**src/rtl/fltc_pkg.sv**
```systemverilog
// Shared types, codes and defaults for the flow/route classifier.
// No dependencies.
package fltc_pkg;

  localparam int FLOW_ENTRIES_DEF  = 64;
  localparam int ROUTE_ENTRIES_DEF = 64;

  localparam logic [1:0] OP_LOOKUP    = 2'd0;
  localparam logic [1:0] OP_ADD_FLOW  = 2'd1;
  localparam logic [1:0] OP_ADD_ROUTE = 2'd2;
  localparam logic [1:0] OP_CLEAR     = 2'd3;

  localparam logic [2:0] ST_OK        = 3'd0;
  localparam logic [2:0] ST_FLOW_HIT  = 3'd1;
  localparam logic [2:0] ST_ROUTE_HIT = 3'd2;
  localparam logic [2:0] ST_MISS      = 3'd3;
  localparam logic [2:0] ST_INVALID   = 3'd4;
  localparam logic [2:0] ST_DUP       = 3'd5;
  localparam logic [2:0] ST_NOSPACE   = 3'd6;

  localparam logic [1:0] AT_DROP    = 2'd0;
  localparam logic [1:0] AT_FORWARD = 2'd1;
  localparam logic [1:0] AT_REWRITE = 2'd2;

  localparam logic [7:0] PROTO_TCP = 8'd6;
  localparam logic [7:0] PROTO_UDP = 8'd17;
  localparam logic [5:0] MAX_DEPTH = 6'd32;

  // flow entry: key plus packed action
  typedef struct packed {
    logic [31:0] src_ip;
    logic [31:0] dst_ip;
    logic [15:0] l4_sport;
    logic [15:0] l4_dport;
    logic [7:0]  proto;
    logic [1:0]  act_type;
    logic [3:0]  act_mask;
  } flow_ent_t;

  typedef struct packed {
    logic [31:0] prefix;
    logic [5:0]  len;
    logic [1:0]  act_type;
    logic [3:0]  act_mask;
  } route_ent_t;

  typedef struct packed {
    logic flow_eq;
    logic route_hit;
    logic route_dup;
  } cmp_t;

  function automatic logic [31:0] prefix_mask(input logic [5:0] depth);
    prefix_mask = ~(32'hFFFF_FFFF >> depth);
  endfunction

endpackage

```
**src/rtl/fltc_cmp.sv**
```systemverilog
// Shared compare unit: one flow entry and one route entry against the key.
// Depends on fltc_pkg.
module fltc_cmp (
  input  fltc_pkg::flow_ent_t  flow_ent,
  input  fltc_pkg::route_ent_t route_ent,
  input  fltc_pkg::flow_ent_t  key,
  input  logic [5:0]           depth,
  input  logic [5:0]           best,
  output fltc_pkg::cmp_t       res
);

  logic len_ok;

  always_comb begin
    len_ok = (route_ent.len != 6'd0) && (route_ent.len <= fltc_pkg::MAX_DEPTH);
    res.flow_eq = (flow_ent.src_ip == key.src_ip) && (flow_ent.dst_ip == key.dst_ip) &&
                  (flow_ent.l4_sport == key.l4_sport) &&
                  (flow_ent.l4_dport == key.l4_dport) && (flow_ent.proto == key.proto);
    res.route_hit = len_ok && (route_ent.len > best) &&
                    ((key.dst_ip & fltc_pkg::prefix_mask(route_ent.len)) == route_ent.prefix);
    res.route_dup = (route_ent.prefix == key.dst_ip) && (route_ent.len == depth);
  end

endmodule

```
**config.mk**
```make
export PLATFORM = sky130hd
export DESIGN_NAME = fltc_cmp
export DESIGN_NICKNAME = d
export VERILOG_FILES = /design/src/rtl/fltc_pkg.sv /design/src/rtl/fltc_cmp.sv
export SDC_FILE = /design/constraint.sdc
export NUM_CORES = 1
export LEC_CHECK = 0
export ABC_CLOCK_PERIOD_IN_PS = 2000
export BUFFER_PORTS_ARGS = -buffer_cell sky130_fd_sc_hd__buf_2
export CORE_AREA = 4 4 105 107
export DETAILED_ROUTE_END_ITERATION = 6
export DIE_AREA = 0 0 109 111
export GPL_TIMING_DRIVEN = 0
export PLACE_DENSITY = 0.66
export REMOVE_ABC_BUFFERS = 1
export SYNTH_ARGS = -nofsm -noshare
export SYNTH_HDL_FRONTEND = slang
export SYNTH_SLANG_ARGS = --single-unit
export TNS_END_PERCENT = 20
```
**constraint.sdc**
```tcl
create_clock -name vclk -period 2
set_input_delay 0.4 -clock vclk [all_inputs]
set_output_delay 0.4 -clock vclk [all_outputs]
set_load 0.05 [all_outputs]
```
==> metrics.md, run 1 <==
| Metric | Value |
|---|---|
| Run status | `finished, violations left` |
| Failing checks | `negative setup slack` |
| Die Wd | `109 µm` |
| Place WS | `-1.11 ns` |
| CLK BUF | `0` |
| WP data arrival | `between 2 and 2.5 ns` |
| CP max stage cell | `or4_4` |
| Crit. Startpoint | `route_ent[8]` |
| Most common cell after layout, fill and taps aside | `buf_2` |
| CP most frequent cell | `buf_6` |
| Final Power | `approximately 940 µW` |
| Final hold violations | `0` |
| Endpoints failing setup | `3` |
| Largest stage delay on the critical path | `a little over 0.5 ns` |
| Initial antenna violation count | `2` |
| Initial Util | `a little over a quarter` |
| Post-Syn Area | `between 2000 and 3000 µm²` |
| Setup WS post-layout | `-0.648 ns` |
| Worst slew pin tran | `0.404 ns` |
| WHS | `roughly 1.3 ns` |
| Crit path cell chain | `buf_6, or4_4, nor3_1, o2111ai_2, nor4_4, and4b_1, buf_6` |
| Static leakage | `between 0.002 and 0.0025 µW` |
| Gr ovfl total | `0` |
| Synthesis-to-finish area growth | `67.2%` |
| Yosys top cell area share | `about 29%` |
| Fmax | `~380 MHz` |
| CP startpoint kind | `primary input` |
| Power per cell area | `between 200 and 250 nW/µm²` |
| Pint | `between 400 and 500 µW` |
| Dominant cell type by area after synthesis | `xnor2_1` |
| Relative slew slack | `72.3%` |
| Nets | `913` |
| Hold buffer count at cts | `0` |
| Sw Share | `about 47%` |
| Clk network pwr share | `0%` |
| Worst setup path endpoint | `res[1]` |
| Register area | `0 µm²` |
| Layout cells sized above 1 | `a little under half` |
| Synth cell types | `59` |
| Vias in the first global route | `just over 4,000` |
| Cell Rows | `37` |
| Core ar. | `10,100 µm²` |
| Peak supply drop | `about 0.09 mV` |
| Setup crit end kind | `primary output` |
| Sequential Power Share | `0%` |
| Global-route wire length before repair | `a little over 20,000 µm` |
| Antenna viol nets, final | `0` |
| Synth area leaders | `xnor2_1, xor2_1, nand4_1` |
| Psw | `444 µW` |
| Total Wirelength | `~14,000 µm` |
| Via count of the routed design | `between 3,000 and 4,000` |
| RSZ-0062 raised after global routing | `yes` |
| Fin. max-slew vios | `0` |
| WL per Instance | `~18 µm` |
| Min cycle time layout | `~2.6 ns` |
| Mean cell area of the mapped netlist | `slightly above 7 µm²` |
| # Max-Cap Violations | `0` |
| Tcrit/Tclk final | `132%` |
| Drt pass-1 iters | `4` |
| Yosys warnings | `0` |
| Die Ht | `~110 µm` |
| DIE AREA | `about 12,000 µm²` |
| Synth Instances | `roughly 370` |
| Via-to-Cell Ratio | `between 5 and 6` |
| Combinational power share | `100.0%` |
| I/O pins | `about 280` |
| Kind of critical path | `primary input to primary output` |
| GRT Overall Usage | `a little over a fifth` |
| Critical path required time | `about 1.6 ns` |
| Hold Path Class | `primary input to primary output` |
| Placer Congestion | `~0.94` |
| PortBufs | `roughly 260` |
| Seq/Total Area, Yosys | `0%` |
| CP Max Fanout | `22` |
| Residual DRC count | `0` |
| Detailed Route Iter0 Violations | `175` |
| Dpl hpwl | `11,700 µm` |
| Pin count of the biggest net entering global routing | `23` |
| Most frequent cells in the layout | `buf_2, xnor2_1, xor2_1` |
| Seq cells | `0` |
-- worst min-delay path by stage --
stage	start	endpoint	cells after the start
detailed placement	route_ent[33]	res[0]	5
global placement	route_ent[33]	res[0]	5
CTS	flow_ent[69]	res[2]	5
floorplan	key[58]	res[0]	3
global route	route_ent[33]	res[0]	5
finish	flow_ent[69]	res[2]	5
-- per-layer routing --
metal	GRT usage (%)	share of wire [%]	vias up
li1	-	-	1858
met1	22.1	35	1736
met2	42.8	53	223
met3	1.92	8.2	29
met4	7.74	3.9	0
met5	0	0	-
-- cells by family (layout without fill, tap and decap cells) --
kind of cell / after synthesis / after routing / synth area share (%)
adder cells (fa/ha/maj): 6 / 6 / 2.81
AO/OA/AOI/OAI: 67 / 67 / 17.8
AND/OR/NAND/NOR: 119 / 119 / 26.0
buffers and inverters: 32 / 292 / 5.71
XOR/XNOR: 142 / 142 / 46.5
other: 0 / 2 / 0
multiplexers: 3 / 3 / 1.22
-- critical path, delay by kind of cell --
family	cells	cell delay [ns]
AOI/OAI and AO/OA	1	0.17
and+or+nand+nor	4	1.34
buffers and inverters	2	0.32
-- power groups by stage --
stage / clock network (µW) / registers [µW] / logic [µW]
after global routing: 0.000134 / 0 / 1020
after floorplan: 0 / 0 / 388
after global placement: 0 / 0 / 840
after CTS: 0 / 0 / 917
final: 0.000134 / 0 / 939
after detailed placement: 0 / 0 / 850
-- metrics by stage --
stage	TNS (ns)	utilization, %	instance area (µm²)	cells
floorplan	-2.01	-	2590	356
global placement	-2.10	40.1	4070	753
detailed placement	-2.05	40.1	4070	753
CTS	-1.16	43.2	4380	765
global route	-1.30	44.1	4470	767
finish	-1.04	44.1	4470	767
-- cells in the mapped netlist (7+ instances only) --
cell      count
xnor2_1      88
xor2_1       54
nand4_1      27
nor4_1       22
inv_1        19
nand2_1      16
nor2b_1      14
o21ai_0      10
a21oi_1       8
buf_2         7
nand2b_1      7
nand3_1       7
-- layout make-up --
class | instances | area [µm²]
timing repair buffer | 273 | 1560
multi-input combinational | 337 | 2670
inverter | 19 | 71.3
antenna | 2 | 5.00
tap | 136 | 170
fill | 1012 | 5670
-- timing repair --
item	in CTS	in global routing
resized for setup	34	16
cloned	3	0
pin swaps	12	10
setup endpoints to repair	3	3
setup buffers	9	0
(Power assumes the default switching activity.)
==> run 2: changes to the inputs <==
- BUFFER_PORTS_ARGS: -buffer_cell sky130_fd_sc_hd__buf_2 -> unset
- CORE_AREA: 4 4 105 107 -> 4 4 107 109
- DIE_AREA: 0 0 109 111 -> 0 0 111 113
- DONT_BUFFER_PORTS: unset -> 1
- PLACE_DENSITY: 0.66 -> unset
==> run 2 against run 1 <==
The run still ends with negative setup slack left; critical endpoint unchanged; non-clock buffer count fell by 273; worst setup slack better by 0.12 ns; fmax up 4.7%; routed wire length fell by 11%; highest routed layer unchanged; combinational power is 49% lower; final area is 37% lower; utilization shrank 17 points; critical path type unchanged; flip-flop and latch count stayed put; clock-buffer cell count stayed put; total power shrank 49%; cell count is 35% lower; die area is 3.7% higher.
==> metrics.md, run 2 (synthesized netlist as in run 1, its figures left out) <==
| Metric | Value |
|---|---|
| Run status | `finished, violations left` |
| Failing checks | `negative setup slack` |
| Placer Congestion | `slightly below 0.9` |
| Via count of the routed design | `~2,800` |
| Initial antenna violation count | `0` |
| Critical path required time | `1.60 ns` |
| Fin. max-slew vios | `0` |
| Antenna viol nets, final | `0` |
| Setup TNS | `-1.09 ns` |
| WL per Instance | `24.8 µm` |
| Cell Rows | `38` |
| Total Wirelength | `around 12,000 µm` |
| Global-route wire length before repair | `17,500 µm` |
| Relative slew slack | `between 40% and 50%` |
| RSZ-0062 raised after global routing | `yes` |
| Most common cell after layout, fill and taps aside | `xnor2_1` |
| Core ar. | `10,600 µm²` |
| Die Wd | `111 µm` |
| Power per cell area | `about 170 nW/µm²` |
| WHS | `1.10 ns` |
| Final Power | `between 400 and 500 µW` |
| CP Max Fanout | `22` |
| Setup WS post-layout | `-0.528 ns` |
| Pin count of the biggest net entering global routing | `25` |
| Tcrit/Tclk final | `126%` |
| # Max-Cap Violations | `0` |
| Detailed Route Iter0 Violations | `about 110` |
| Layout cells sized above 1 | `under 10%` |
| WP data arrival | `about 2.1 ns` |
| Seq cells | `0` |
| CLK BUF | `0` |
| Post-layout util | `between 20% and 30%` |
| Most frequent cells in the layout | `xnor2_1, xor2_1, nand4_1` |
| Gr ovfl total | `0` |
| Die Ht | `113 µm` |
| Ant diodes | `0` |
| Vias in the first global route | `roughly 3,000` |
| Setup bufs post-CTS | `0` |
| Min cycle time layout | `approximately 2.5 ns` |
| Via-to-Cell Ratio | `between 5 and 6` |
| Met3 Use GR | `around 3.6%` |
| Nets | `640` |
| Initial Util | `around 25%` |
| DIE AREA | `roughly 13,000 µm²` |
| CP startpoint kind | `primary input` |
| Register area | `0 µm²` |
| Static leakage | `between 0.0009 and 0.001 µW` |
| Setup crit end kind | `primary output` |
| Met2 Use GR | `a little under two fifths` |
| Endpoints failing setup | `3` |
| Kind of critical path | `primary input to primary output` |
| Final hold violations | `0` |
| Fmax | `396 MHz` |
| Top Usage Layer GRT | `met2` |
| Hold Path Class | `primary input to primary output` |
| Met1 Use GR | `between 10% and 20%` |
| Peak supply drop | `0.0371 mV` |
| PortBufs | `0` |
| Synthesis-to-finish area growth | `5.75%` |
| Hold buffer count at cts | `0` |
| GRT Overall Usage | `~18%` |
| Dpl hpwl | `11,100 µm` |
| Worst slew pin tran | `between 0.7 and 0.8 ns` |
| Residual DRC count | `0` |
| I/O pins | `279` |
| Drt pass-1 iters | `4` |
[run 2: path summary, 6_finish.rpt]
| path | startpoint | to | slack [ns] | depth (start not counted) |
|---|---|---|---|---|
| worst max-delay path | route_ent[8] | res[1] | -0.53 | 6 |
| worst min-delay path | key[58] | res[0] | 1.10 | 3 |
[run 2: critical path, stage by stage]
cell and delay (ns):
or4_4 0.57, o21ai_2 0.14, xor2_1 0.15, nand4_1 0.15, nor4_4 0.29, and4b_4 0.41
[run 2: what timing repair did]
| action | 4_1_cts | 5_1_grt |
|---|---|---|
| endpoints found under the setup margin | 3 | 3 |
| gates cloned | 0 | 0 |
| pin swaps | 2 | 1 |
| resized for setup | 6 | 4 |
[run 2: cell type report]
type	instances	area, µm²
Multi-Input combinational cell	337	2580
Tap cell	140	175
Fill cell	1198	7770
Inverter	19	71.3
[run 2: power breakdown]
group	switching, µW	leakage (µW)	internal (µW)	total (µW)
Sequential	0	0	0	0
Combinational	205	0.000935	272	477
Clock	0	0	0	0
Total	205	0.000935	272	477
[run 2: through the flow]
stage	instances	worst slack, ns	area [µm²]
floorplan	356	-0.971	2590
global placement	496	-1.22	2770
detailed placement	496	-0.880	2780
CTS	496	-0.537	2810
global route	496	-0.581	2830
finish	496	-0.528	2830
[run 2: per-layer routing]
metal | wire length [µm] | share of wire, % | vias to the layer above
li1 | - | - | 1303
met1 | 4120 | 33 | 1282
met2 | 6810 | 55 | 190
met3 | 954 | 7.8 | 20
met4 | 411 | 3.3 | 0
met5 | 0 | 0 | -
==> run 3: changes to the inputs <==
==> constraint.sdc (replaced) <==
create_clock -name vclk -period 2
set_input_delay 0.2 -clock vclk [all_inputs]
set_output_delay 0.2 -clock vclk [all_outputs]
set_load 0.05 [all_outputs]
==> run 3 against run 2 <==
The flow still finishes with violations (negative setup slack); global-route usage about the same; worst hold slack lost 0.40 ns; via count is 0.93% higher; total power is essentially flat; worst setup slack better by 0.41 ns; routed wire length increased by 0.56%; die area is the same; non-clock buffer count did not move; combinational power barely moved; flip-flop and latch count unchanged.
==> metrics.md, run 3 (synthesized netlist as in run 1, its figures left out) <==
| Metric | Value |
|---|---|
| Nets | `640` |
| Setup TNS | `-0.117 ns` |
| Hold buffer count at cts | `0` |
| WL per Instance | `around 25 µm` |
| Gr ovfl total | `0` |
| Antenna viol nets, final | `0` |
| Vias in the first global route | `between 3,000 and 4,000` |
| Setup crit end kind | `primary output` |
| Worst path buffer plus inverter count | `0` |
| Setup bufs post-CTS | `0` |
| Dpl hpwl | `11,100 µm` |
| Final Power | `~480 µW` |
| Relative slew slack | `between 40% and 50%` |
| Setup WS post-layout | `-0.117 ns` |
| RSZ-0062 raised after global routing | `yes` |
| Fmax | `between 400 and 500 MHz` |
| Largest delay share family, worst path | `simple AND/OR/NAND/NOR gates` |
| Non-Filler Instances | `approximately 500` |
| Most common cell after layout, fill and taps aside | `xnor2_1` |
| CP startpoint kind | `primary input` |
| Static leakage | `approximately 0.00093 µW` |
| Die Wd | `around 110 µm` |
| Most frequent cells in the layout | `xnor2_1, xor2_1, nand4_1` |
| Cell Rows | `38` |
| Placed inst area | `approximately 2800 µm²` |
| Endpoints failing setup | `1` |
| Via count of the routed design | `roughly 2,800` |
| CLK BUF | `0` |
| Filler Cell Count | `1,198` |
| Global-route wire length before repair | `roughly 18,000 µm` |
| Worst slew pin tran | `~0.76 ns` |
| Ant diodes | `0` |
| Tcrit/Tclk final | `106%` |
| Synthesis-to-finish area growth | `5.75%` |
| DIE AREA | `between 10,000 and 15,000 µm²` |
| Placer Congestion | `0.882` |
| # Max-Cap Violations | `0` |
| Place WS | `-0.480 ns` |
| GRT Overall Usage | `18.2%` |
| Residual DRC count | `0` |
| Hold Path Class | `primary input to primary output` |
| Core ar. | `around 11,000 µm²` |
| PortBufs | `0` |
| Crit. path cell count | `6` |
| Power per cell area | `169 nW/µm²` |
| Detailed Route Iter0 Violations | `around 120` |
| Critical path required time | `1.80 ns` |
| I/O pins | `279` |
| Design Area, Final | `between 2000 and 3000 µm²` |
| Initial antenna violation count | `0` |
| Min cycle time layout | `about 2.1 ns` |
| Register area | `0 µm²` |
| Total Wirelength | `roughly 12,000 µm` |
| Run status | `finished, violations left` |
| Fin. max-slew vios | `0` |
| Kind of critical path | `primary input to primary output` |
| Peak supply drop | `about 0.037 mV` |
| Cell depth of the worst hold path | `3` |
| Initial Util | `25.2%` |
| WP data arrival | `between 1.5 and 2 ns` |
| CP Max Fanout | `22` |
| Die Ht | `~110 µm` |
| Crit path cell chain | `or4_4, o21ai_2, xor2_1, nand4_1, nor4_4, and4b_4` |
| Final hold violations | `0` |
| Via-to-Cell Ratio | `~5.7` |
| Seq cells | `0` |
| CP max stage cell | `or4_4` |
| Layout cells sized above 1 | `3.65%` |
| Largest stage delay on the critical path | `0.57 ns` |
| Placed Cells | `between 400 and 500` |
| Pin count of the biggest net entering global routing | `25` |
| Drt pass-1 iters | `4` |
| Failing checks | `negative setup slack` |
-- run 3: layout make-up --
type	instances	area [µm²]	share of cell area (%)
inverters	19	71.3	2.52
multi-input cells	337	2580	91.3
well taps	140	175	6.19
-- run 3: repair_timing --
action	CTS	global route
pin swaps	1	3
endpoints found under the setup margin	3	3
gates resized for setup	5	5
-- run 3: layer usage --
layer | routed length, µm | track usage [%] | up-vias
met3 | 1160 | 3.64 | 19
met2 | 6840 | 36.9 | 220
met1 | 3980 | 18.7 | 1280
li1 | - | - | 1302
met5 | 0 | 0 | -
met4 | 378 | 4.76 | 0
-- run 3: path summary, 6_finish.rpt --
| check | from | to | slack (ns) |
|---|---|---|---|
| worst min-delay path | key[58] | res[0] | 0.70 |
| worst max-delay path | route_ent[8] | res[1] | -0.12 |
-- run 3: where the power goes --
part	leakage [µW]	total (µW)	internal, µW	switching, µW
registers	0	0	0	0
clock network	0	0	0	0
logic	0.000935	477	272	205
-- run 3: stage by stage --
stage / utilization [%] / hold WS (ns)
2_1_floorplan: - / 0.701
3_3_place_gp: 26.1 / 0.754
3_5_place_dp: 26.2 / 0.694
4_1_cts: 26.5 / 0.702
5_1_grt: 26.7 / 0.704
6_report: 26.7 / 0.695
