$ cat config.mk
export PLATFORM = sky130hd
export DESIGN_NAME = fltc_ram
export DESIGN_NICKNAME = d
export VERILOG_FILES = /design/src/rtl/fltc_ram.sv
export SDC_FILE = /design/constraint.sdc
export NUM_CORES = 1
export LEC_CHECK = 0
export ABC_CLOCK_PERIOD_IN_PS = 3270
export BUFFER_PORTS_ARGS = -buffer_cell sky130_fd_sc_hd__buf_4
export CORE_ASPECT_RATIO = 1.75
export CORE_MARGIN = 2
export CORE_UTILIZATION = 30
export DETAILED_ROUTE_END_ITERATION = 10
export GPL_TIMING_DRIVEN = 0
export PLACE_DENSITY = 0.5
export SYNTH_ARGS = -nofsm -noshare
export SYNTH_HDL_FRONTEND = slang
export SYNTH_SLANG_ARGS = --single-unit
$ cat constraint.sdc
create_clock -name clk -period 3.27 [get_ports clk]
set_clock_uncertainty 0.2 [all_clocks]
set_input_delay 0.4905 -clock clk [delete_from_list [all_inputs] [get_ports clk]]
set_output_delay 0.4905 -clock clk [all_outputs]
set_load 0.01 [all_outputs]
$ cat src/rtl/fltc_ram.sv
// Generic single-write, single-read RAM with registered read data.
// No dependencies.
module fltc_ram #(
  parameter int WIDTH = 8,
  parameter int DEPTH = 64,
  localparam int AW = (DEPTH > 1) ? $clog2(DEPTH) : 1
) (
  input  logic             clk,
  input  logic             we,
  input  logic [AW-1:0]    waddr,
  input  logic [WIDTH-1:0] wdata,
  input  logic [AW-1:0]    raddr,
  output logic [WIDTH-1:0] rdata
);

  logic [WIDTH-1:0] mem [DEPTH];

  always_ff @(posedge clk) begin
    if (we) begin
      mem[waddr] <= wdata;
    end
    rdata <= mem[raddr];
  end

endmodule

==> results of run 1 <==
area by class of cell:
cell class | instances | area (um^2)
fillers | 6203 | 43400
flip-flops and latches | 520 | 15500
multi-input cells | 369 | 4330
clock buffers | 57 | 1260
well taps | 889 | 1110
clock inverters | 28 | 320
plain buffers | 51 | 317
repair buffers | 22 | 168
diodes | 2 | 5.00
final timing paths:
check / cells past startpoint / end / from
setup reg to reg: 5 / rdata[6] / mem[21][6]
hold / removal: 1 / mem[50][7] / wdata[7]
setup / recovery: 9 / rdata[3] / raddr[1]
hold reg to reg: 4 / rdata[2] / mem[30][2]
through the flow:
step / TNS, ps / std cells / cell area, um^2
2_1_floorplan: 0 / 940 / 20200
3_3_place_gp: -1850 / 1850 / 21400
3_5_place_dp: -1650 / 1850 / 21400
4_1_cts: 0 / 1936 / 23000
5_1_grt: 0 / 1937 / 23000
6_report: 0 / 1938 / 23000
what timing repair did:
item                                   in CTS  in global routing
endpoints found under the hold margin       2                  0
setup buffers                               0                  0
hold buffers                                1                  0
synth_stat cells, types with 4 or more instances:
| cell | instances | area share [%] |
|---|---|---|
| sky130_fd_sc_hd__buf_1 | 4 | 0.074 |
| sky130_fd_sc_hd__mux2i_1 | 23 | 1.1 |
| sky130_fd_sc_hd__nor2_1 | 83 | 1.5 |
| sky130_fd_sc_hd__nand2b_1 | 7 | 0.22 |
| sky130_fd_sc_hd__mux2_2 | 13 | 0.73 |
| sky130_fd_sc_hd__nor3_1 | 7 | 0.17 |
| sky130_fd_sc_hd__clkbuf_1 | 17 | 0.32 |
| sky130_fd_sc_hd__buf_6 | 4 | 0.22 |
| sky130_fd_sc_hd__a211oi_1 | 4 | 0.15 |
| sky130_fd_sc_hd__a221oi_1 | 6 | 0.26 |
| sky130_fd_sc_hd__buf_4 | 13 | 0.48 |
| sky130_fd_sc_hd__nor2b_1 | 14 | 0.43 |
| sky130_fd_sc_hd__buf_2 | 11 | 0.27 |
| sky130_fd_sc_hd__mux4_2 | 126 | 14 |
| sky130_fd_sc_hd__nand3_1 | 13 | 0.32 |
| sky130_fd_sc_hd__nand2_1 | 19 | 0.35 |
| sky130_fd_sc_hd__o22ai_1 | 8 | 0.25 |
| sky130_fd_sc_hd__edfxtp_1 | 512 | 76 |
| sky130_fd_sc_hd__dfxtp_1 | 8 | 0.79 |
| sky130_fd_sc_hd__o221ai_1 | 8 | 0.35 |
per-layer routing:
layer / vias to the layer above / global-route usage (%)
met4: 0 / 8.42
li1: 4061 / -
met1: 5082 / 16.5
met3: 99 / 2.08
met5: - / 0
met2: 277 / 30.6
state kept, by name, summed over array words and instances, names as in the netlist:
signal	cells
mem	512
rdata	8
power groups by stage:
stage                     sequential (mW)  combinational [mW]  clock, mW
final                                7.39               0.777       5.75
after floorplan                      7.54               0.393          0
after global placement               7.53               0.784          0
after global routing                 7.39               0.820       6.08
after detailed placement             7.53               0.793          0
after CTS                            7.39               0.797       5.86
cells by family (layout without fill, tap and decap cells):
group           Yosys count  after routing
compound gates           54             54
buf+inv                  51            158
flops                   520            520
mux                     162            162
other cells               0              2
simple gates            153            153
worst max-delay path: stages:
cell and delay (ps):
sky130_fd_sc_hd__buf_4 190, sky130_fd_sc_hd__buf_2 490, sky130_fd_sc_hd__buf_4 380, sky130_fd_sc_hd__buf_2 420, sky130_fd_sc_hd__mux4_2 410, sky130_fd_sc_hd__mux2i_1 340
sky130_fd_sc_hd__a21oi_1 110, sky130_fd_sc_hd__o21ai_1 190, sky130_fd_sc_hd__o41ai_1 170
==> summary.md, run 1 <==
The library cell used most frequently in the layout, excluding fill and tap cells, is sky130_fd_sc_hd__edfxtp_1. After detailed routing, the met2 layer carries 30700 um of wire. The number of different library cells in the post-synthesis netlist was 40. Top layer used by detailed routing: met4. The tools report the first-pass detailed-route iteration total as 5. For this configuration, the core starts out at a cell density of 30.3%.

Input and output buffers added on the ports amount to 21. In this run the worst path has a maximum fanout of 10. The number of design rule violations left after detail routing is 0, and the share of the yosys chip area belonging to registers is 77.0%. Clock-pin slew was measured on the worst setup and hold paths at 70 ps. The largest family of logic cells by synthesized area was multiplexers. Setup slack on the worst reg-to-reg path comes out at 860 ps.

Setup violations remaining at the end of the flow were counted as 0. The number of synthesized register bits is 520. In the finished design, the share of the clock period the worst path needs comes to 90.9%. Compared with the post-synthesis result, the final layout area differs by 14.2%. Count of nets after finishing: 1032. STA classifies the critical path startpoint as an input port.

Of the total synthesized cell area, the portion taken by AND, OR, NAND and NOR gates is 3.39%. TritonCTS built the clock tree. The post-synthesis share of cell area spent on full adders, half adders and majority gates works out to 0%.

Cells with a size suffix above 1 make up 25.3% of the layout. The mean cell area of the mapped netlist is 21.5 um^2. The switching power share of the total is 21.3%, and the count of vias placed by the detailed router is 9519.

Cell internal power was estimated by the tool at 10.9 mW. The detailed router finished its first iteration with 904 violations. Clock latency on the worst-skew pair, taken at its later pin, is 580 ps.

The number of max-slew violations in the final report came out at 0. The H-tree generated during clock tree synthesis spans 2 levels. The wire length after detailed routing is 54000 um, and the post-cts sizing count is 0. At the pin with the least slew margin, the transition time is 1190 ps. For the worst setup path, the data required time is 3510 ps. Counting flops with a built-in enable in the synthesized netlist gives 512. The run gives 10300 as the number of global-route vias before repair. The tools report the total I/O pin count as 30. The shortest period the worst path allows came out at 2970 ps. The tools report the highest achievable clock rate as 0.336 GHz. In this run the power density over the cells is 604 nW/um^2. The net count after synthesis came out at 962. Headroom to the max-slew limit came out at 21.0%. Before CTS, the worst setup slack after placement is -325 ps. Multiplexer cells account for 15.9% of the synthesized area. The async set-or-reset flop fraction in the synthesized netlist was 0%; the standard cell core area was 66500 um^2.

The run gives 3 as the initial antenna violation count. The maximum vdd drop was 0.000363 V. In this run the power spent charging and discharging nets is 2.97 mW. For the number of nets still failing antenna checks after routing, the log shows 0. The post-synthesis compound-gate area fraction came out at 2.07%. The tools report the cell leakage power as 7.01 nW. The logs give 2180 um for the routed wire length on met3 and 520 for the number of sinks driven by the clock tree. The final standard cell utilization of the core was 34.7%. The tools report the wire length of the first global-routing pass as 76100 um. The detailed-route wire length on metal 1 is 18200 um, and the final weighted congestion in routability-driven placement is 0.842.

The run finished with clean final reports. The site row count was 125. The tools report the clock share of power as 41.3%. The dominant register cell in the synthesized netlist is sky130_fd_sc_hd__edfxtp_1. No sink is reached through more buffers than the 3 on the longest clock path. The cell sitting at the root of the clock tree is a sky130_fd_sc_hd__clkbuf_16. STA classifies the critical path endpoint as a flop. After detailed routing, the number of vias per cell comes to 4.91.

Registers are responsible for 53.1% of the overall power. The gate count after technology mapping is 940. Leaving out fill and tap cells, the most frequent cells in the layout are 512 x sky130_fd_sc_hd__edfxtp_1, 126 x sky130_fd_sc_hd__mux4_2, 83 x sky130_fd_sc_hd__nor2_1.

The count of endpoints failing hold in the final timing report came out at 0. The synthesized netlist occupies a cell area of 20200 um^2. Detailed placement finished with a half-perimeter wire length of 36800 um.

For this run, the total global-route usage over all layers was measured as 15.9%. In this run the horizontal extent of the chip is 200 um. Measured along the y axis, the die boundary spans 347 um.

The total overflow left after global routing is 0. The run gives 0 as the max-cap violation count. Of the total synthesized cell area, the portion taken by XOR and XNOR cells is 0%.

Overall power consumption after layout is estimated at 13.9 mW. The critical path is of the input port to flop type. For this run, the number of Yosys warnings is 0. Of the total power, combinational logic draws 5.6%.

The die covers 69400 um^2. In this run, CTS created clock tree buffers numbering 46. The path category of the worst min-delay check was input port to flop. Setup repair after global routing left no endpoint under its margin. Final hold analysis gives a worst-case slack of 274 ps. STA puts the critical path data arrival time at 3210 ps. After layout, the worst setup slack is 297 ps. Entering global routing, the biggest net connects 65 pins. The routed length per instance came out at 27.9 um.
No activity file was read; power rests on OpenSTA's default activity.
==> run 2: changes to the inputs <==
--- a/config.mk
+++ b/config.mk
@@ -9,10 +9,10 @@
 export BUFFER_PORTS_ARGS = -buffer_cell sky130_fd_sc_hd__buf_4
 export CORE_ASPECT_RATIO = 1.75
 export CORE_MARGIN = 2
-export CORE_UTILIZATION = 30
+export CORE_UTILIZATION = 50
 export DETAILED_ROUTE_END_ITERATION = 10
 export GPL_TIMING_DRIVEN = 0
-export PLACE_DENSITY = 0.5
+export PLACE_DENSITY = 0.72
 export SYNTH_ARGS = -nofsm -noshare
 export SYNTH_HDL_FRONTEND = slang
 export SYNTH_SLANG_ARGS = --single-unit
==> summary.md, run 2 (synthesis results as in run 1) <==
The run finished with clean final reports. The final period utilization is 87.6% (-3.3 points), and the number of design rule violations left after detail routing is 0 (unchanged). The tools report the deepest level of the CTS H-tree as 2 (unchanged). The number of nets still failing antenna checks after routing is 0 (unchanged). The path category of the worst min-delay check is input port to flop. The run gives 56.1% (+21 points) as the final standard cell utilization of the core. The post-CTS setup-driven buffer insertion count was 0 (unchanged). Number of global-route vias before repair: 10200 (-1.0%). The library cell used most frequently in the layout, excluding fill and tap cells, is sky130_fd_sc_hd__edfxtp_1.

The number of max-slew violations in the final report is 0 (unchanged), and the quantity of I/O buffers inserted on ports is 21 (unchanged). The worst slew slack as a fraction of its limit is 26.4% (+5.4 points), and the flip-flop count of the largest register after layout is 512 (unchanged). The run gives 68600 um (-9.8%) as the wire length of the first global-routing pass.

The run gives 0.939 (+11%) as the final weighted congestion in routability-driven placement. The worst-path maximum fanout is 10 (unchanged), and the max-cap violation count is 0 (unchanged). The post-cts sizing count was 0 (unchanged); the data arrival time of the critical path was 3060 ps (-150 ps). The number of hold-repair buffers added at the cts stage was 0 (-1). The routed length per instance works out to 31.0 um (+11%).

The run gives 47700 um (-12%) as the wire length after detailed routing. The number of sinks driven by the clock tree was 520 (unchanged); the count of vias placed by the detailed router was 9879 (+3.8%). The worst setup path is launched from an input port. The total power per unit cell area is 602 nW/um^2 (-0.23%), and the die area is 42000 um^2 (-39%). The fill cell instance count of the final layout was 2851 (-54%). The run gives 6.94 nW (-1.1%) as the cell leakage power.

The run gives 39900 um^2 (-40%) as the standard cell core area. The tools report the total congestion overflow as 0 (unchanged). The total I/O pin count is 30 (unchanged), and the first-pass detailed-route iteration total is 5 (unchanged). The library cells used most frequently in the layout, excluding fill and tap cells, are 512 x sky130_fd_sc_hd__edfxtp_1, 126 x sky130_fd_sc_hd__mux4_2, 83 x sky130_fd_sc_hd__nor2_1. The initial DRC count is 1062 (+17%), and the placed wire-length estimate is 31700 um (-14%).

Setup repair after global routing left no endpoint under its margin. STA classifies the critical path endpoint as a flop. The site row count was 97 (-22%).

The largest registers in the layout are mem x512, rdata x8. The logs give 3 (unchanged) for the maximum number of buffers from clock root to sink and 3470 ps (-40 ps) for the endpoint required time on the critical path. The highest achievable clock rate was 0.349 GHz (+3.8%); the count of nets after finishing was 1030 (-0.19%). The shortest period the worst path allows is 2860 ps (-109 ps), and the sum of negative setup slack is 0 ps (unchanged).

The count of final setup violators was 0 (unchanged); the total routing resource utilization after global routing was 23.2% (+7.3 points). Number of CTS-inserted buffers: 44 (-4.3%). TritonCTS built the clock tree. The logs give 0 (-3) for the initial antenna violation count and 0 (-2) for the number of diodes. The tools report the maximum vdd drop as 0.000348 V (-4.0%). The horizontal die dimension was 156 um (-22%). The run gives 13.5 mW (-2.9%) as the post-layout total power. The average via count per standard cell came out at 6.43 (+31%). The initial core utilization was 50.5% (+20 points); the later-pin clock latency in the skew report was 560 ps (-20 ps). The critical path is of the input port to flop type.

Clock root buffer: sky130_fd_sc_hd__clkbuf_16. For the worst hold slack across all endpoints, the log shows 50.4 ps (-223 ps). mem holds more flip-flops than any other register. The maximum number of pins on one net before global-route repair is 65 (unchanged), and the actual slew at the worst max-slew pin is 1100 ps (-85.6 ps). The count of endpoints failing hold in the final timing report is 0 (unchanged), and the share of final-layout standard cells stronger than drive strength 1 is 24.9% (-0.45 points). The clock edge transition at the registers on the reported setup and hold paths was 60 ps (about the same); the area added between synthesis and finish was 11.2%.

The die height is 270 um (-22%).
## run 2: cell count changes in the layout (fill, tap and decap cells not counted), sizes merged
cell	change
clkinv	-4
diode	-2
clkbuf	-1
dlygate4sd3	-1
clkinvlp	+2
bufinv	-1
## run 2: worst paths after layout
kind	slack [ps]	endpoint	startpoint	cells after the start
min	50	rdata[5]	raddr[5]	2
min reg2reg	670	rdata[2]	mem[22][2]	4
max	410	rdata[3]	raddr[1]	7
max reg2reg	1010	rdata[0]	mem[11][0]	5
## run 2: final cells by class
type / count / area [um^2] / area share [%]
Buffer: 51 / 317 / 1.41
Clock buffer: 55 / 1160 / 5.19
Sequential cell: 520 / 15500 / 69.3
Multi-Input combinational cell: 369 / 4320 / 19.3
Tap cell: 495 / 619 / 2.76
Clock inverter: 25 / 298 / 1.33
Timing Repair Buffer: 22 / 165 / 0.737
## run 2: layer usage
metal  vias to the layer above  GRT usage [%]  share of wire, %
li1                       4050              -                 -
met1                      5101           26.2                32
met2                       578           42.2                54
met3                       150           2.83               6.7
met4                         0           13.4               6.7
met5                         -              0                 0
## run 2: metrics by stage
stage	instances	area, um^2	worst slack (ps)
floorplan	940	20200	912
global placement	1456	20900	-110
detailed placement	1456	20900	-155
CTS	1536	22400	413
global route	1537	22400	371
finish	1537	22400	406
## run 2: where the power goes
group	switching, mW	leakage (nW)	internal, mW
combinational	0.475	1.56	0.271
clock	2.35	0.706	3.03
sequential	0.0132	4.67	7.37
total	2.83	6.94	10.7
## run 2: worst max-delay path, cell delays in order
cell and delay, ps:
sky130_fd_sc_hd__buf_4 190, sky130_fd_sc_hd__buf_2 440, sky130_fd_sc_hd__buf_4 330, sky130_fd_sc_hd__buf_2 400, sky130_fd_sc_hd__nand3b_1 390, sky130_fd_sc_hd__o22ai_1 240, sky130_fd_sc_hd__o41ai_1 550
==> run 3: changes to the inputs <==
--- a/config.mk
+++ b/config.mk
@@ -5,7 +5,7 @@
 export SDC_FILE = /design/constraint.sdc
 export NUM_CORES = 1
 export LEC_CHECK = 0
-export ABC_CLOCK_PERIOD_IN_PS = 3270
+export ABC_CLOCK_PERIOD_IN_PS = 2950
 export BUFFER_PORTS_ARGS = -buffer_cell sky130_fd_sc_hd__buf_4
 export CORE_ASPECT_RATIO = 1.75
 export CORE_MARGIN = 2
==> constraint.sdc (replaced) <==
create_clock -name clk -period 2.95 [get_ports clk]
set_clock_uncertainty 0.2 [all_clocks]
set_input_delay 0.4425 -clock clk [delete_from_list [all_inputs] [get_ports clk]]
set_output_delay 0.4425 -clock clk [all_outputs]
set_load 0.01 [all_outputs]
==> summary.md, run 3 (synthesis results as in run 1) <==
The flow ran to the end, and the final reports show no timing, DRC or antenna violations. In the finished design, the share of the clock period the worst path needs comes to 95.9%. For the max-cap violation count, the log shows 0 (unchanged). The multi-input gate area in the final layout is 4320 um^2 (unchanged), and the wire length after detailed routing is 47700 um (about the same).

The deepest level of the CTS H-tree is 2 (unchanged), and the quantity of I/O buffers inserted on ports is 21 (unchanged). The count of endpoints failing hold in the final timing report was 0 (unchanged); the initial antenna violation count was 0 (unchanged). The post-cts sizing count came out at 0 (unchanged).

The run gives 232 ps (+181 ps) as the worst hold slack across all endpoints. The combined flip-flop and latch cell area was 15500 um^2 (unchanged). The maximum number of buffers from clock root to sink was 3 (unchanged).

Routed length per instance: 31.0 um (about the same). The first-pass detailed-route iteration total is 5 (unchanged), and the share of final-layout standard cells stronger than drive strength 1 is 24.8% (about the same). The endpoint required time on the critical path came out at 3150 ps (-320 ps). The later-pin clock latency in the skew report is 560 ps (about the same), and the number of global-route vias before repair is 10200 (+0.059%). The logs give 56.2% (about the same) for the final standard cell utilization of the core and 0 (unchanged) for the count of final setup violators.

For the data arrival time of the critical path, the log shows 3030 ps (-30 ps). The tools report the reg-to-reg startpoint as mem[11][2]. Average via count per standard cell: 6.35 (-1.1%). The root buffer cell chosen for the clock tree is sky130_fd_sc_hd__clkbuf_16. Standard cell core area: 39900 um^2 (unchanged). The total routing resource utilization after global routing is 23.2% (unchanged). Total congestion overflow: 0 (unchanged). The run gives 1034 (-2.6%) as the initial DRC count. The number of CTS-inserted buffers was 44 (unchanged). The wire length of the first global-routing pass was 68600 um (unchanged). The critical path startpoint was raddr[1].

The worst slew slack as a fraction of its limit was 27.0% (+0.57 points). Leaving out fill and tap cells, the most frequent cell in the layout is sky130_fd_sc_hd__edfxtp_1. Ranked by flip-flop count, first place goes to mem.

Critical path capture point type: a flop. TritonCTS built the clock tree. The number of diodes is 0 (unchanged), and the number of design rule violations left after detail routing is 0 (unchanged). The run gives 6.94 nW (about the same) as the cell leakage power.

The number of nets still failing antenna checks after routing was 0 (unchanged). The total I/O pin count was 30 (unchanged); the number of sinks driven by the clock tree was 520 (unchanged). The site row count was 97 (unchanged); the clock edge transition at the registers on the reported setup and hold paths was 70 ps (about the same).

In this run the critical register-to-register path is captured at rdata[2]. In the final layout, the registers with the most flip-flops are mem x512, rdata x8. Initial core utilization: 50.5% (unchanged). The actual slew at the worst max-slew pin is 1090 ps (-8.55 ps), and the worst-path maximum fanout is 10 (unchanged). The register-to-register setup slack came out at 670 ps (-340 ps). The critical path in this run is classified as input port to flop.

The area added between synthesis and finish is 11.2% (about the same), and the number of max-slew violations in the final report is 0 (unchanged). The library cells used most frequently in the layout, excluding fill and tap cells, are 512 x sky130_fd_sc_hd__edfxtp_1, 126 x sky130_fd_sc_hd__mux4_2, 83 x sky130_fd_sc_hd__nor2_1. The shortest period the worst path allows works out to 2830 ps.

For the die area, the log shows 42000 um^2 (unchanged). Setup repair after global routing left no endpoint under its margin. The run gives 0.939 (unchanged) as the final weighted congestion in routability-driven placement. The horizontal die dimension came out at 156 um (unchanged). The worst setup path is launched from an input port.

The placed wire-length estimate is 31700 um (unchanged), and the count of nets after finishing is 1031 (+0.097%). The path category of the worst min-delay check was input port to flop. The maximum vdd drop came out at 0.000387 V (+11%). The total power per unit cell area was 668 nW/um^2 (+11%); the cell depth of the worst flop-to-flop path was 5 (unchanged). Derived from the worst setup path, the maximum achievable clock frequency is 0.353 GHz.

The die height was 270 um (unchanged); the fill cell instance count of the final layout was 2851 (unchanged). The flip-flop count of the largest register after layout was 512 (unchanged); the post-layout total power was 15.0 mW (+11%). In this run the worst setup path terminates at rdata[3]. The count of vias placed by the detailed router was 9773 (-1.1%); the maximum number of pins on one net before global-route repair was 65 (unchanged).
run 3: cell types whose count changed in the layout (fill, tap and decap cells not counted), sizes merged:
cell	change
dlygate4sd3	+1
run 3: per-layer routing:
metal / track usage [%] / vias up / share of wire (%)
li1: - / 4045 / -
met1: 26.2 / 5077 / 33
met2: 42.2 / 498 / 54
met3: 2.83 / 153 / 5.9
met4: 13.4 / 0 / 6.7
met5: 0 / - / 0
run 3: power breakdown:
group | switching, mW | total (mW) | internal (mW)
logic | 0.526 | 0.827 | 0.301
registers | 0.0145 | 8.19 | 8.17
clock network | 2.61 | 5.97 | 3.35
run 3: worst min path at each step:
stage,startpoint,endpoint,slack (ps),cells past startpoint
after floorplan,wdata[0],mem[0][0],340,0
after global placement,raddr[5],rdata[3],560,2
after detailed placement,raddr[5],rdata[5],540,2
after CTS,wdata[7],mem[14][7],240,1
after global routing,wdata[1],mem[47][1],270,1
final,wdata[1],mem[47][1],230,1
run 3: metrics by stage:
stage	setup TNS [ps]	cells	cell area [um^2]	setup WS (ps)
floorplan	0	940	20200	640
global placement	-2520	1456	20900	-382
detailed placement	-3250	1456	20900	-427
CTS	0	1537	22400	141
global route	0	1538	22400	99.1
finish	0	1538	22400	121
run 3: cell type report:
type	count	share of cell area, %
Sequential cell	520	69.3
Multi-Input combinational cell	369	19.3
Clock buffer	55	5.19
Tap cell	495	2.76
Buffer	51	1.41
Clock inverter	25	1.33
Timing Repair Buffer	23	0.781
run 3: worst max-delay path, cell delays in order:
cell,delay [ps]
sky130_fd_sc_hd__buf_4,190
sky130_fd_sc_hd__buf_2,440
sky130_fd_sc_hd__buf_4,330
sky130_fd_sc_hd__buf_2,390
sky130_fd_sc_hd__nand3b_1,390
sky130_fd_sc_hd__o22ai_1,260
sky130_fd_sc_hd__o41ai_1,550
run 3: repair_timing:
action	CTS	global route
setup buffers	0	0
hold buffers	1	0
hold endpoints to repair	2	0
